`src/rtl/rwc_pkg.sv`:
```
// Shared constants, types and register indexes of the RGB window convolution.
`default_nettype none
package rwc_pkg;
   localparam int KERNEL_SIDE = 3;
   localparam int TAP_N = KERNEL_SIDE * KERNEL_SIDE;
   localparam int CH_N = 3;
   localparam int PIX_W = 8;
   localparam int COEF_W = 16;
   localparam int PROD_W = PIX_W + 1 + COEF_W;
   localparam int SUM_W = PROD_W + 4;
   localparam int PIXEL_MAX = 255;
   localparam int GEOM_W = 11;
   localparam int CSR_IDX_W = 3;
   localparam int CSR_DATA_W = 48;
   localparam int OUT_DEPTH = 8;

   localparam int DEF_MAX_WIDTH = 1024;
   localparam int DEF_MAX_HEIGHT = 1024;
   localparam int DEF_COEF_FRAC_BITS = 8;

   localparam logic [CSR_IDX_W-1:0] REG_FRAME_WIDTH = 3'd0;
   localparam logic [CSR_IDX_W-1:0] REG_FRAME_HEIGHT = 3'd1;
   localparam logic [CSR_IDX_W-1:0] REG_KERNEL_RADIUS = 3'd2;
   localparam logic [CSR_IDX_W-1:0] REG_COEF_TOP = 3'd3;
   localparam logic [CSR_IDX_W-1:0] REG_COEF_MIDDLE = 3'd4;
   localparam logic [CSR_IDX_W-1:0] REG_COEF_BOTTOM = 3'd5;

   localparam logic [GEOM_W-1:0] RST_FRAME_WIDTH = 11'd640;
   localparam logic [GEOM_W-1:0] RST_FRAME_HEIGHT = 11'd480;
   localparam logic [CSR_DATA_W-1:0] RST_COEF_MIDDLE = 48'h0000_0100_0000;

   typedef logic [CH_N*PIX_W-1:0] pixel_type;
   typedef logic [KERNEL_SIDE-1:0][KERNEL_SIDE-1:0][CH_N*PIX_W-1:0] window_type;
   typedef logic [TAP_N-1:0][PIX_W-1:0] tap_pix_type;
   typedef logic [TAP_N-1:0][COEF_W-1:0] tap_coef_type;
   typedef logic [CH_N-1:0][PIX_W-1:0] lane_values_type;

   typedef struct packed {
      logic valid;
      logic restart;
      logic drain;
      logic clear;
   } win_req_type;

   typedef struct packed {
      logic [PIX_W-1:0] red;
      logic [PIX_W-1:0] green;
      logic [PIX_W-1:0] blue;
      logic frame_end;
   } result_type;
endpackage
`default_nettype wire

```
`src/rtl/rwc_lane.sv`:
```
// One color lane: nine taps multiplied, summed, truncated and clamped.
`default_nettype none
module rwc_lane
   import rwc_pkg::*;
#(
   parameter int COEF_FRAC_BITS = DEF_COEF_FRAC_BITS
) (
   input  logic clock,
   input  tap_pix_type taps,
   input  tap_coef_type coefs,
   output logic [PIX_W-1:0] value
);
   logic signed [PROD_W-1:0] prod_ff [TAP_N];
   logic signed [SUM_W-1:0] sum_ff, sum_c;
   logic [SUM_W-1:0] shifted;

   always_ff @(posedge clock) begin
      for (int i = 0; i < TAP_N; i++) begin
         prod_ff[i] <= $signed({1'b0, taps[i]}) * $signed(coefs[i]);
      end
      sum_ff <= sum_c;
   end

   always_comb begin
      sum_c = '0;
      for (int i = 0; i < TAP_N; i++) begin
         sum_c = sum_c + SUM_W'(prod_ff[i]);
      end
   end

   assign shifted = SUM_W'(sum_ff >>> COEF_FRAC_BITS);

   always_comb begin
      if (sum_ff <= 0) begin
         value = '0;
      end else if (shifted > SUM_W'(PIXEL_MAX)) begin
         value = PIX_W'(PIXEL_MAX);
      end else begin
         value = shifted[PIX_W-1:0];
      end
   end
endmodule
`default_nettype wire

```
`config.mk`:
```
export PLATFORM = sky130hd
export DESIGN_NAME = rwc_lane
export DESIGN_NICKNAME = d
export VERILOG_FILES = /design/src/rtl/rwc_pkg.sv /design/src/rtl/rwc_lane.sv
export SDC_FILE = /design/constraint.sdc
export NUM_CORES = 2
export LEC_CHECK = 0
export CAP_MARGIN = 20
export CORE_ASPECT_RATIO = 0.5
export CORE_MARGIN = 2
export CORE_UTILIZATION = 40
export CTS_CLUSTER_SIZE = 16
export DETAILED_ROUTE_END_ITERATION = 6
export DONT_BUFFER_PORTS = 1
export PLACE_DENSITY = 0.64
export SYNTH_ARGS = -nofsm -noshare
export SYNTH_HDL_FRONTEND = slang
export SYNTH_SLANG_ARGS = --single-unit
```
`constraint.sdc`:
```
create_clock -name clock -period 13.1 [get_ports clock]
set_input_delay 2.62 -clock clock [delete_from_list [all_inputs] [get_ports clock]]
set_output_delay 2.62 -clock clock [all_outputs]
set_load 0.03 [all_outputs]
```
Word-level counts from Yosys, hierarchy flattened. Memory sizes are Yosys's and may differ from the RTL's. Cells that the tools add are included. W data, S select, Z words.

Bits in read-only memories: 0. Register bits after elaboration: 29. Logic and storage cells: 23. Output and inout port bits: 8. Memories: 1. Latch bits: 0. Input bits: 217. Memory bits (writable): 225.

Shift operators: 0. Reductions and logical operators: 0. $add $sub $neg: 8. Multiply operators: 9. Muxes and demuxes: 2. Bitwise gates (word level): 0. Equality and inequality tests: 0. $lt $le $gt $ge: 2. Div/mod/pow operators: 0.

Memories: prod_ff (depth 9, width 25, rd ports 9, clocked after Yosys merged registers in 0, wr ports 9, line rwc_lane.sv:13) `logic signed [PROD_W-1:0] prod_ff [TAP_N];`.

Operator list (number): $mul A9 B16 Y25 (9); $add A29 B25 Y29 (4); $add A28 B25 Y29 (1); $gt A29 B8 Y1 const B (1); $le A29 B1 Y1 const B (1); $add A27 B25 Y28 (1); $add A26 B25 Y27 (1); $add A25 B25 Y26 (1); $mux W8 (2).

Depth between registers and ports, before layout.
Word-level depth: 8. Mapped depth: 20. Mapped depth without buffers: 19.

Least setup slack after synthesis. Ideal clock, no wire load.

Kind: in2reg. Start point: in taps[16] (netlist bit). End point: mem prod_ff[2][21] (netlist bit). Required time: 13021 ps. Path slack: 5959 ps. Stages on the path: 18. Arrival time: 7062 ps. Library setup time: 79 ps. Path buffers: 1. Path through: clkbuf_1 > nand2_1 > fa_1 > inv_1 > fa_1 > fa_1 > inv_1 > fa_1 > inv_1 > ha_1 > o21a_1 > o21a_1 > o22a_1 > and3_1 > o31ai_1 > a21oi_1 > or4b_1 > o211ai_1.

RTL lines: start: declaration (line rwc_lane.sv:9) `input tap_pix_type taps,`; end: declaration (line rwc_lane.sv:13).

==> results.txt <==
Clock Tree Root: clkbuf_16
Core Footprint: 129,300 um2
Worst-Skew Late Latency: 560 ps
Per-cell routed wire length: 15.77 um
Stages on the worst setup path: 17
Syn Area/Cell: 9.008 um2
CP most frequent cell: fa_1
Fin. Hold Viols: 0
Final setup TNS: 0 ps
Slew Limit Fails: 0
RSZ-0062 raised after global routing: false
Pin count of the biggest net entering global routing: 17
CTS tree: yes
Number of global-route vias before repair: 38,520
Cell Area, Synth: 52,360 um2
Post-DP Area: 54,210 um2
CP Launch Type: primary input
Sequential share of the synthesized area: 9.711%
Area Growth Syn to Fin: 5.025%
WL final: 118,600 um
Pre-CTS WS: 5950 ps
Chip width: 515.7 um
Final ANT Viol Nets: 0
Clk slew on worst S/H paths: 70 ps
Crit. End Element: flip-flop
Via/cell ratio: 4.766
Unique cell type count in the Yosys netlist: 68
Post-synth EDFFs: 0
Share of the synthesized area in the top cell type: 41.90%
Max-cap viol count: 0
Hpwl dp: 103,500 um
Syn Nets: 7,605
Sinks on Clock Net: 254
Worst Path Required: 13,540 ps
Final setup fails: 0
Post-route DRC: 0
Worst-path cell chain: nand2_1, fa_1, inv_1, fa_1, fa_1, inv_1, fa_1, inv_1, ha_1, o211a_1, a21oi_1, o22ai_1, a41oi_1, o21ai_1, o31ai_1, nor3_1, a311o_1
Worst r2r dst: sum_ff[26]
Run status: completed
Worst Path Max Fanout: 8
#FFs+latches synth: 254
Area contributors post-synth: fa_1 (42%), inv_1 (12%), ha_1 (11%)
# hold bufs at CTS: 0
CP startpoint: coefs[138]
Initial antenna violation count: 1
Number of port buffers: 0
Maximum clock frequency: 0.1520 GHz
Max stage delay cell, worst path: fa_1
Crit path DAT: 7020 ps
Buf+Inv Stages, Crit Path: 3
Layout cells sized above 1: 0.8675%
Main synth FF type: dfxtp_1
Family with the most delay on the worst path: adder cells
Global-route wire length before repair: 198,700 um
Reg2Reg Setup Slack: 7590 ps
Die ar.: 134,000 um2
Count leader, synth: inv_1
DRT Pass-1 Iters: 6
Post-synth top area cell: fa_1
Crit path time final: 6579 ps
I/O pin cnt: 225
CTS resizes: 0
Worst Hold Class: reg -> reg
Initial Util: 40.50%
Reg-to-Reg Start: prod_ff[7][2]
Slew margin rel.: 46.18%
Gate count of the mapped netlist: 5,813
DR vias: 35,850
Setup Crit Path Kind: in -> reg
Final period util: 50.22%
Post-CTS setup buffers: 0
Cts bufs inserted: 25
Core Rows: 93
Die Y: 259.8 um
Max clock buf depth: 3
Diode count: 0
Worst Setup EP: prod_ff[8][23]
Gpl congestion: 0.8980
Worst Reg2Reg Path Length in Cells: 16
Asr flop ratio synth: 0%
Yosys warnings: 0
Synth top cells by count: inv_1 (1,646), fa_1 (1,096), nand2_1 (615)
DRT iter0 DRCs: 1,713
Clock Skews: 16.81 ps
Global Route Usage Sum: 18.56%
Worst Slack Setup Final: 6521 ps
CP peak stage delay: 550 ps
Final Instance Area: 54,990 um2
Nets: 7,539
Grt ovf: 0
Slew at the pin closest to its max-slew limit: 804.3 ps
H-Tree Level Count: 1
Filler cell count: 12,760
-- registers in the layout, indices dropped and copies added (netlist names) --
name	count
prod_ff	225
sum_ff	29
-- worst reg2reg max path, stage by stage, from the launching register on --
cell,delay [ps]
dfxtp_1,330
fa_1,720
fa_1,550
fa_1,560
inv_1,50
fa_1,470
inv_1,40
ha_1,210
fa_1,480
a211oi_1,350
o21ai_0,170
o21ai_0,300
o211ai_1,280
a41o_1,350
a31oi_1,250
a21boi_0,140
xor2_1,160
-- layer usage --
| metal | part of all wire, % | vias to the layer above | track usage [%] |
|---|---|---|---|
| met1 | 45 | 18080 | 25.30 |
| met2 | 48 | 667 | 31.84 |
| met5 | 0 | - | 0 |
| met4 | 2.6 | 0 | 4.285 |
| met3 | 4.6 | 134 | 1.914 |
| li1 | - | 16970 | - |
-- area by class of cell --
cell class | instances | area [um2] | share of cell area [%]
tap | 1757 | 2198 | 3.998
inverter | 1646 | 6178 | 11.24
clock inverter | 11 | 96.34 | 0.1752
clock buffer | 33 | 685.7 | 1.247
multi-input combinational | 3820 | 40750 | 74.10
sequential | 254 | 5085 | 9.246
-- through the flow --
step	hold slack [ps]	utilization [%]	cells
2_1_floorplan	585.9	-	5813
3_3_place_gp	870.9	41.93	7477
3_5_place_dp	881.3	41.93	7477
4_1_cts	897.9	42.54	7521
5_1_grt	945.2	42.54	7521
6_report	888.0	42.54	7521
-- worst min-delay path by stage --
| stage | from | depth (start not counted) | end | slack (ps) |
|---|---|---|---|---|
| 5_1_grt | prod_ff[1][0] | 3 | sum_ff[0] | 950 |
| 6_report | prod_ff[1][0] | 3 | sum_ff[0] | 890 |
| 3_5_place_dp | prod_ff[1][0] | 3 | sum_ff[0] | 880 |
| 2_1_floorplan | prod_ff[6][0] | 2 | sum_ff[0] | 590 |
| 3_3_place_gp | prod_ff[1][0] | 3 | sum_ff[0] | 870 |
| 4_1_cts | prod_ff[1][0] | 3 | sum_ff[0] | 900 |
-- cell usage in the layout, fill, tap and decap left out, types with 25 or more instances in the layout --
master     instances
nand2_1          615
xnor2_1          171
a21oi_1          177
clkbuf_16         25
inv_1           1646
xor2_1            43
nor2b_1           30
nor2_1           101
dfxtp_1          254
and2_1           610
ha_1             479
o21ai_0          102
o21a_1            32
a21o_1            79
fa_1            1096
-- kinds of logic (layout without fill, tap and decap cells) --
family / after synthesis / after routing / synth area share [%]
AOI/OAI and AO/OA: 538 / 538 / 6.514
adders and majority gates: 1575 / 1575 / 53.35
buffers and inverters: 1739 / 1690 / 12.47
DFF: 254 / 254 / 9.711
xor gates and xnor gates: 214 / 214 / 3.580
and+or+nand+nor: 1492 / 1492 / 14.36
muxes: 1 / 1 / 0.01912
Power is not shown: default switching activity piles up to over one toggle a cycle in this logic, so the estimate is an artifact.
