### config.mk
export PLATFORM = sky130hd
export DESIGN_NAME = rwc_out_fifo_flat
export DESIGN_NICKNAME = d
export VERILOG_FILES = /design/src/rtl/rwc_pkg.sv /design/src/rtl/rwc_if.sv /design/src/rtl/rwc_out_fifo.sv /design/src/flat_wrapper.sv
export SDC_FILE = /design/constraint.sdc
export NUM_CORES = 1
export LEC_CHECK = 0
export ABC_AREA = 0
export BUFFER_PORTS_ARGS = -buffer_cell sky130_fd_sc_hd__buf_2
export CORE_MARGIN = 2
export CORE_UTILIZATION = 60
export CTS_CLUSTER_DIAMETER = 80
export DETAILED_ROUTE_END_ITERATION = 12
export HOLD_SLACK_MARGIN = 0.15
export PLACE_DENSITY = 0.91
export SKIP_LAST_GASP = 1
export SYNTH_ARGS = -nofsm -noshare
export SYNTH_HDL_FRONTEND = slang
export SYNTH_SLANG_ARGS = --single-unit
export TNS_END_PERCENT = 5
### constraint.sdc
create_clock -name clock -period 3.3 [get_ports clock]
set_input_delay 0.495 -clock clock [delete_from_list [all_inputs] [get_ports clock]]
set_output_delay 0.495 -clock clock [all_outputs]
set_load 0.05 [all_outputs]
### src/rtl/rwc_pkg.sv
// Shared constants, types and register indexes of the RGB window convolution.
`default_nettype none
package rwc_pkg;
   localparam int KERNEL_SIDE = 3;
   localparam int TAP_N = KERNEL_SIDE * KERNEL_SIDE;
   localparam int CH_N = 3;
   localparam int PIX_W = 8;
   localparam int COEF_W = 16;
   localparam int PROD_W = PIX_W + 1 + COEF_W;
   localparam int SUM_W = PROD_W + 4;
   localparam int PIXEL_MAX = 255;
   localparam int GEOM_W = 11;
   localparam int CSR_IDX_W = 3;
   localparam int CSR_DATA_W = 48;
   localparam int OUT_DEPTH = 8;

   localparam int DEF_MAX_WIDTH = 1024;
   localparam int DEF_MAX_HEIGHT = 1024;
   localparam int DEF_COEF_FRAC_BITS = 8;

   localparam logic [CSR_IDX_W-1:0] REG_FRAME_WIDTH = 3'd0;
   localparam logic [CSR_IDX_W-1:0] REG_FRAME_HEIGHT = 3'd1;
   localparam logic [CSR_IDX_W-1:0] REG_KERNEL_RADIUS = 3'd2;
   localparam logic [CSR_IDX_W-1:0] REG_COEF_TOP = 3'd3;
   localparam logic [CSR_IDX_W-1:0] REG_COEF_MIDDLE = 3'd4;
   localparam logic [CSR_IDX_W-1:0] REG_COEF_BOTTOM = 3'd5;

   localparam logic [GEOM_W-1:0] RST_FRAME_WIDTH = 11'd640;
   localparam logic [GEOM_W-1:0] RST_FRAME_HEIGHT = 11'd480;
   localparam logic [CSR_DATA_W-1:0] RST_COEF_MIDDLE = 48'h0000_0100_0000;

   typedef logic [CH_N*PIX_W-1:0] pixel_type;
   typedef logic [KERNEL_SIDE-1:0][KERNEL_SIDE-1:0][CH_N*PIX_W-1:0] window_type;
   typedef logic [TAP_N-1:0][PIX_W-1:0] tap_pix_type;
   typedef logic [TAP_N-1:0][COEF_W-1:0] tap_coef_type;
   typedef logic [CH_N-1:0][PIX_W-1:0] lane_values_type;

   typedef struct packed {
      logic valid;
      logic restart;
      logic drain;
      logic clear;
   } win_req_type;

   typedef struct packed {
      logic [PIX_W-1:0] red;
      logic [PIX_W-1:0] green;
      logic [PIX_W-1:0] blue;
      logic frame_end;
   } result_type;
endpackage
`default_nettype wire

### src/rtl/rwc_if.sv
// Handshake interfaces of the request, response and register channels.
`default_nettype none


interface rwc_rsp_if;
   logic valid;
   logic ready;
   logic [7:0] red_out;
   logic [7:0] green_out;
   logic [7:0] blue_out;
   logic frame_end;
   modport source(output valid, red_out, green_out, blue_out, frame_end, input ready);
   modport sink(input valid, red_out, green_out, blue_out, frame_end, output ready);
endinterface

`default_nettype wire

### src/rtl/rwc_out_fifo.sv
// Merges the lane results into response entries and queues them with credit control.
`default_nettype none
module rwc_out_fifo
   import rwc_pkg::*;
(
   input  logic clock,
   input  logic reset,
   input  logic reserve,
   input  logic push,
   input  lane_values_type lanes,
   input  logic frame_end,
   output logic room,
   rwc_rsp_if.source rsp
);
   localparam int PW = $clog2(OUT_DEPTH);
   localparam int NW = $clog2(OUT_DEPTH + 1);

   result_type buf_ff [OUT_DEPTH];
   result_type entry;
   logic [PW-1:0] wr_ptr_ff, rd_ptr_ff;
   logic [NW-1:0] fill_ff, credit_ff;
   logic pop;

   assign entry.red = lanes[0];
   assign entry.green = lanes[1];
   assign entry.blue = lanes[2];
   assign entry.frame_end = frame_end;

   assign pop = rsp.valid && rsp.ready;
   assign room = credit_ff < NW'(OUT_DEPTH);
   assign rsp.valid = fill_ff != '0;
   assign rsp.red_out = buf_ff[rd_ptr_ff].red;
   assign rsp.green_out = buf_ff[rd_ptr_ff].green;
   assign rsp.blue_out = buf_ff[rd_ptr_ff].blue;
   assign rsp.frame_end = buf_ff[rd_ptr_ff].frame_end;

   always_ff @(posedge clock) begin
      if (push) begin
         buf_ff[wr_ptr_ff] <= entry;
      end
   end

   always_ff @(posedge clock) begin
      if (reset) begin
         wr_ptr_ff <= '0;
         rd_ptr_ff <= '0;
         fill_ff <= '0;
         credit_ff <= '0;
      end else begin
         if (push) begin
            wr_ptr_ff <= wr_ptr_ff + 1'b1;
         end
         if (pop) begin
            rd_ptr_ff <= rd_ptr_ff + 1'b1;
         end
         fill_ff <= fill_ff + NW'(push) - NW'(pop);
         credit_ff <= credit_ff + NW'(reserve) - NW'(pop);
      end
   end
endmodule
`default_nettype wire

### src/flat_wrapper.sv
// flat-port wrapper written by rule: the top's interface ports become plain ports
module rwc_out_fifo_flat import rwc_pkg::*;
  (clock, reset, reserve, push, lanes, frame_end, room, rsp_valid, rsp_red_out, rsp_green_out, rsp_blue_out, rsp_frame_end, rsp_ready);
  rwc_rsp_if rsp_i ();
  input  logic clock;
  input  logic reset;
  input  logic reserve;
  input  logic push;
  input  lane_values_type lanes;
  input  logic frame_end;
  output logic room;
  output wire logic [$bits(rsp_i.valid)-1:0] rsp_valid;
  output wire logic [$bits(rsp_i.red_out)-1:0] rsp_red_out;
  output wire logic [$bits(rsp_i.green_out)-1:0] rsp_green_out;
  output wire logic [$bits(rsp_i.blue_out)-1:0] rsp_blue_out;
  output wire logic [$bits(rsp_i.frame_end)-1:0] rsp_frame_end;
  input wire logic [$bits(rsp_i.ready)-1:0] rsp_ready;
  assign rsp_valid = rsp_i.valid;
  assign rsp_red_out = rsp_i.red_out;
  assign rsp_green_out = rsp_i.green_out;
  assign rsp_blue_out = rsp_i.blue_out;
  assign rsp_frame_end = rsp_i.frame_end;
  assign rsp_i.ready = rsp_ready;
  rwc_out_fifo u_core (.clock(clock), .reset(reset), .reserve(reserve), .push(push), .lanes(lanes), .frame_end(frame_end), .room(room), .rsp(rsp_i));
endmodule
* Yosys cells after proc, flatten, opt, wreduce, memory -nomap -nowiden *
Memory sizes are Yosys's and may differ from the RTL's. A register that Yosys moved wholly into a read port is not among the register bits.
Cells that the tools add are included.

storage, ports and cells
  register bits after elaboration = 14
  bits in writable memories = 200
  memories = 1

memory list
  name           words  width  read ports  clocked after memory_dff  wr ports  line                RTL
  u_core.buf_ff  8      25     1           1                         1         rwc_out_fifo.sv:18  result_type buf_ff [OUT_DEPTH];

operators by class
  add/subtract/negate cells = 6
  order comparisons = 1
  multiplexer cells = 4
  reduce and logical (&&, ||, !) cells = 2

operators with widths
  kind                   count
  $add A4 B1 Y4          2
  $sub A4 B1 Y4          2
  $add A3 B1 Y3 const B  2
  $mux W3                2
  $lt A4 B4 Y1 const B   1
  $reduce_bool A4 Y1     1
  $mux W1                2
  $logic_and A1 B1 Y1    1

* Logic depth before layout (Yosys ltp) *
  depth after elaboration = 4
  gate-level depth with buffers = 11
  mapped depth without buffers = 11

* Worst setup path before layout *
No wires, ideal clock.

  path kind = input to register
  from = input push
  to = memory u_core.buf_ff[0][0] (netlist bit) (enable)
  library setup time = 0.438 ns
  data arrival time = 2.327 ns
  data required time = 2.862 ns
  path slack = 0.535 ns
  stages on the path = 2
  path buffers = 0
  path through = nand2b_1 nor3_1

on the way
  longest elaborated chain between the ends = 2

ends and longest elaborated chain
  item                           line                RTL
  from (decl)                    flat_wrapper.sv:8   input logic push;
  $mux W1                        rwc_out_fifo.sv:38  if (push) begin
  $mux W1 (not written as such)  rwc_out_fifo.sv:39  buf_ff[wr_ptr_ff] <= entry;
  to (decl)                      rwc_out_fifo.sv:18

Every way passes these cells.

==> reports/metrics.yaml <==
status:
  status: "finished clean"
timing:
  slew-limit-headroom_pct: 34.85
  period_minus_slack_ns: 2.981
  timing.final.max_slew_violations: 0
  setup_viol: 0
  worst_slew_pin_slew_ns: 0.9750
  post-route-period-util_pct: 90.33
  rsz0062_at_grt: "no"
  setup_tns_ns: 0
  fmax_ghz: 0.3355
  hold_viol: 0
  finClkSkew_ns: 0.01154
synth:
  ys_ff_latch: 217
  syn_inst: 390
  syn-num-nets: 431
  syn_area_mm2: 0.008577
  yosysSeqAreaShare_pct: 73.99
  avgSynthCellArea_um2: 21.99
  ys_types: 25
  synth_warnings: 0
clock_network:
  cts_root_buf: "clkbuf_16"
  clock-sinks: 217
  numCtsBuffers: 22
  post-cts-setup-buffers: 0
  clk_latency_ns: 0.50
  ctsResizeCount: 0
  holdBufCountCts: 0
  cts_tree: "built"
  htree_levels: 1
  cts.clk_slew.worst_paths_ns: 0.06
  clockBufferDepth: 3
global_route:
  grt_usage_pct: 22.66
  grt_pass1_vias: 4292
  grt_overflow_total: 0
  grt_antenna_before_repair: 1
  grt_pass1_wl_um: 24570
  grt_start_max_net_pins: 51
setup_path:
  regToRegSetupSlack_ns: 0.93
  endpoint_kind: "output pin"
  path_class: "register to output pin"
  rr_worst_depth: 11
  r2r-end: "u_core.credit_ff[2]$_SDFF_PP0_"
  critPathArrivalTime_ns: 2.49
  cp_max_fo: 29
  required_ns: 2.80
  rr_startpoint: "u_core.fill_ff[2]$_SDFF_PP0_"
  cp-start-kind: "register"
floorplan:
  io_pins: 57
  die_h_um: 123.6
  initial_utilization_pct: 61.55
  dieWidth_um: 123.6
  coreArea_mm2: 0.01393
  rows: 43
  dieArea_mm2: 0.01527
cells_and_area:
  layout-drive-gt1-share_pct: 27.37
  fin_nets: 502
  layout_common_cells: "edfxtp_1, buf_2, mux4_1"
  layout.cells.non_filler: 655
  syn2layout_area_growth_pct: 13.80
  nFillCells: 820
  n_antenna_cell: 0
  final_common_cell: "edfxtp_1"
min_path:
  whs_path_depth: 1
  hold_class: "input port to register"
  hold_start: "lanes[1]"
  min_to: "u_core.buf_ff[3][18]$_DFFE_PP_"
detailed_routing:
  drt_iter0_markers: 415
  drt_wl_total_um: 16370
  vias: 3987
  viasPerCell: 6.087
  drtPass1Iterations: 5
  drc: 0
  ant_nets: 0
  wl_per_cell_um: 25.00
placement:
  dp_cells: 617
  gp_congestion: 0.6848
  place_hpwl_um: 8872
  io_buffers: 56
job:
  cap_violations: 0
power_and_ir_drop:
  powerDensity_mw_per_mm2: 712.4
  leakagePower_nw: 3.293
  ir_drop_v: 0.0004953
-- critical path, stage by stage, from the launching register on --
cell     delay, ns
dfxtp_2       0.36
buf_4         0.45
mux4_1        0.66
mux2_2        0.30
buf_2         0.21
-- logic make-up (layout without fill, tap and decap cells) --
group,after synthesis,after routing,share of synthesized area (%)
DFF,217,217,73.99
muxes,78,78,18.98
and+or+nand+nor,37,37,2.057
buffers and inverters,28,113,1.751
AOI/OAI and AO/OA,13,13,0.8315
adders and majority gates,11,11,1.780
xor gates and xnor gates,6,6,0.6127
-- synthesized netlist by cell type --
cell,count,area share [%]
clkbuf_1,3,0.13
nor3_1,2,0.12
buf_1,8,0.35
nor2b_1,4,0.29
nand3_1,5,0.29
nand2b_1,4,0.29
nand2_1,5,0.22
nor3b_1,1,0.088
fa_1,2,0.47
a21o_1,1,0.088
a21oi_1,8,0.47
a31o_2,1,0.10
nor2_1,14,0.61
xnor2_1,4,0.41
edfxtp_1,200,70
xor2_1,2,0.20
dfxtp_1,17,4.0
ha_1,9,1.3
buf_6,6,0.79
inv_1,11,0.48
o21ai_0,3,0.18
mux2i_1,1,0.12
mux4_1,50,15
or3_1,2,0.15
mux2_2,27,3.5
-- stage by stage --
| stage | util (%) | setup slack, ns | area (um^2) | total power [mW] | hold WS, ns |
|---|---|---|---|---|---|
| after detailed placement | 65.24 | 0.8907 | 9091 | 4.674 | 0.4981 |
| after CTS | 70.05 | 0.2714 | 9761 | 6.999 | 0.2372 |
| final | 70.05 | 0.3190 | 9761 | 6.953 | 0.2564 |
| after global routing | 70.05 | 0.2559 | 9761 | 7.201 | 0.2522 |
| after global placement | 65.24 | 0.9675 | 9091 | 4.609 | 0.4897 |
| after floorplan | - | 0.5350 | 8577 | 4.358 | 0.4799 |
-- metal layers --
metal,GRT usage (%),up-vias,wire length [um]
li1,-,1773,-
met1,29.55,2030,6263
met2,38.36,156,8617
met3,4.705,26,1184
met4,7.884,2,295
met5,0,-,13
-- sequential cells by signal, summed over array words and instances, names as in the netlist, named ones only --
register          count
u_core.credit_ff      4
u_core.buf_ff       200
u_core.wr_ptr_ff      3
u_core.fill_ff        4
u_core.rd_ptr_ff      3
-- area by class of cell --
class,count,area [um^2],share of cell area [%]
Tap cell,180,225.2,2.307
Inverter,11,41.29,0.4230
Clock inverter,12,82.58,0.8460
Multi-Input combinational cell,145,2136,21.88
Timing Repair Buffer,64,340.3,3.487
Clock buffer,26,586.8,6.012
Sequential cell,217,6349,65.04
-- worst max path at each step --
stage / start / endpoint / slack (ns) / cells past startpoint
finish: register / rsp_blue_out[7] / 0.32 / 4
global route: register / rsp_blue_out[7] / 0.26 / 4
CTS: register / rsp_blue_out[7] / 0.27 / 4
floorplan: push / u_core.buf_ff[0][0]$_DFFE_PP_ / 0.53 / 2
global placement: register / rsp_red_out[7] / 0.97 / 4
detailed placement: register / rsp_blue_out[7] / 0.89 / 4
-- power by group --
part	internal (mW)	switching [mW]
combinational	0.527	0.915
clock	1.34	0.989
sequential	3.13	0.0547
total	4.99	1.96
Power figures use the tool's default switching activity.
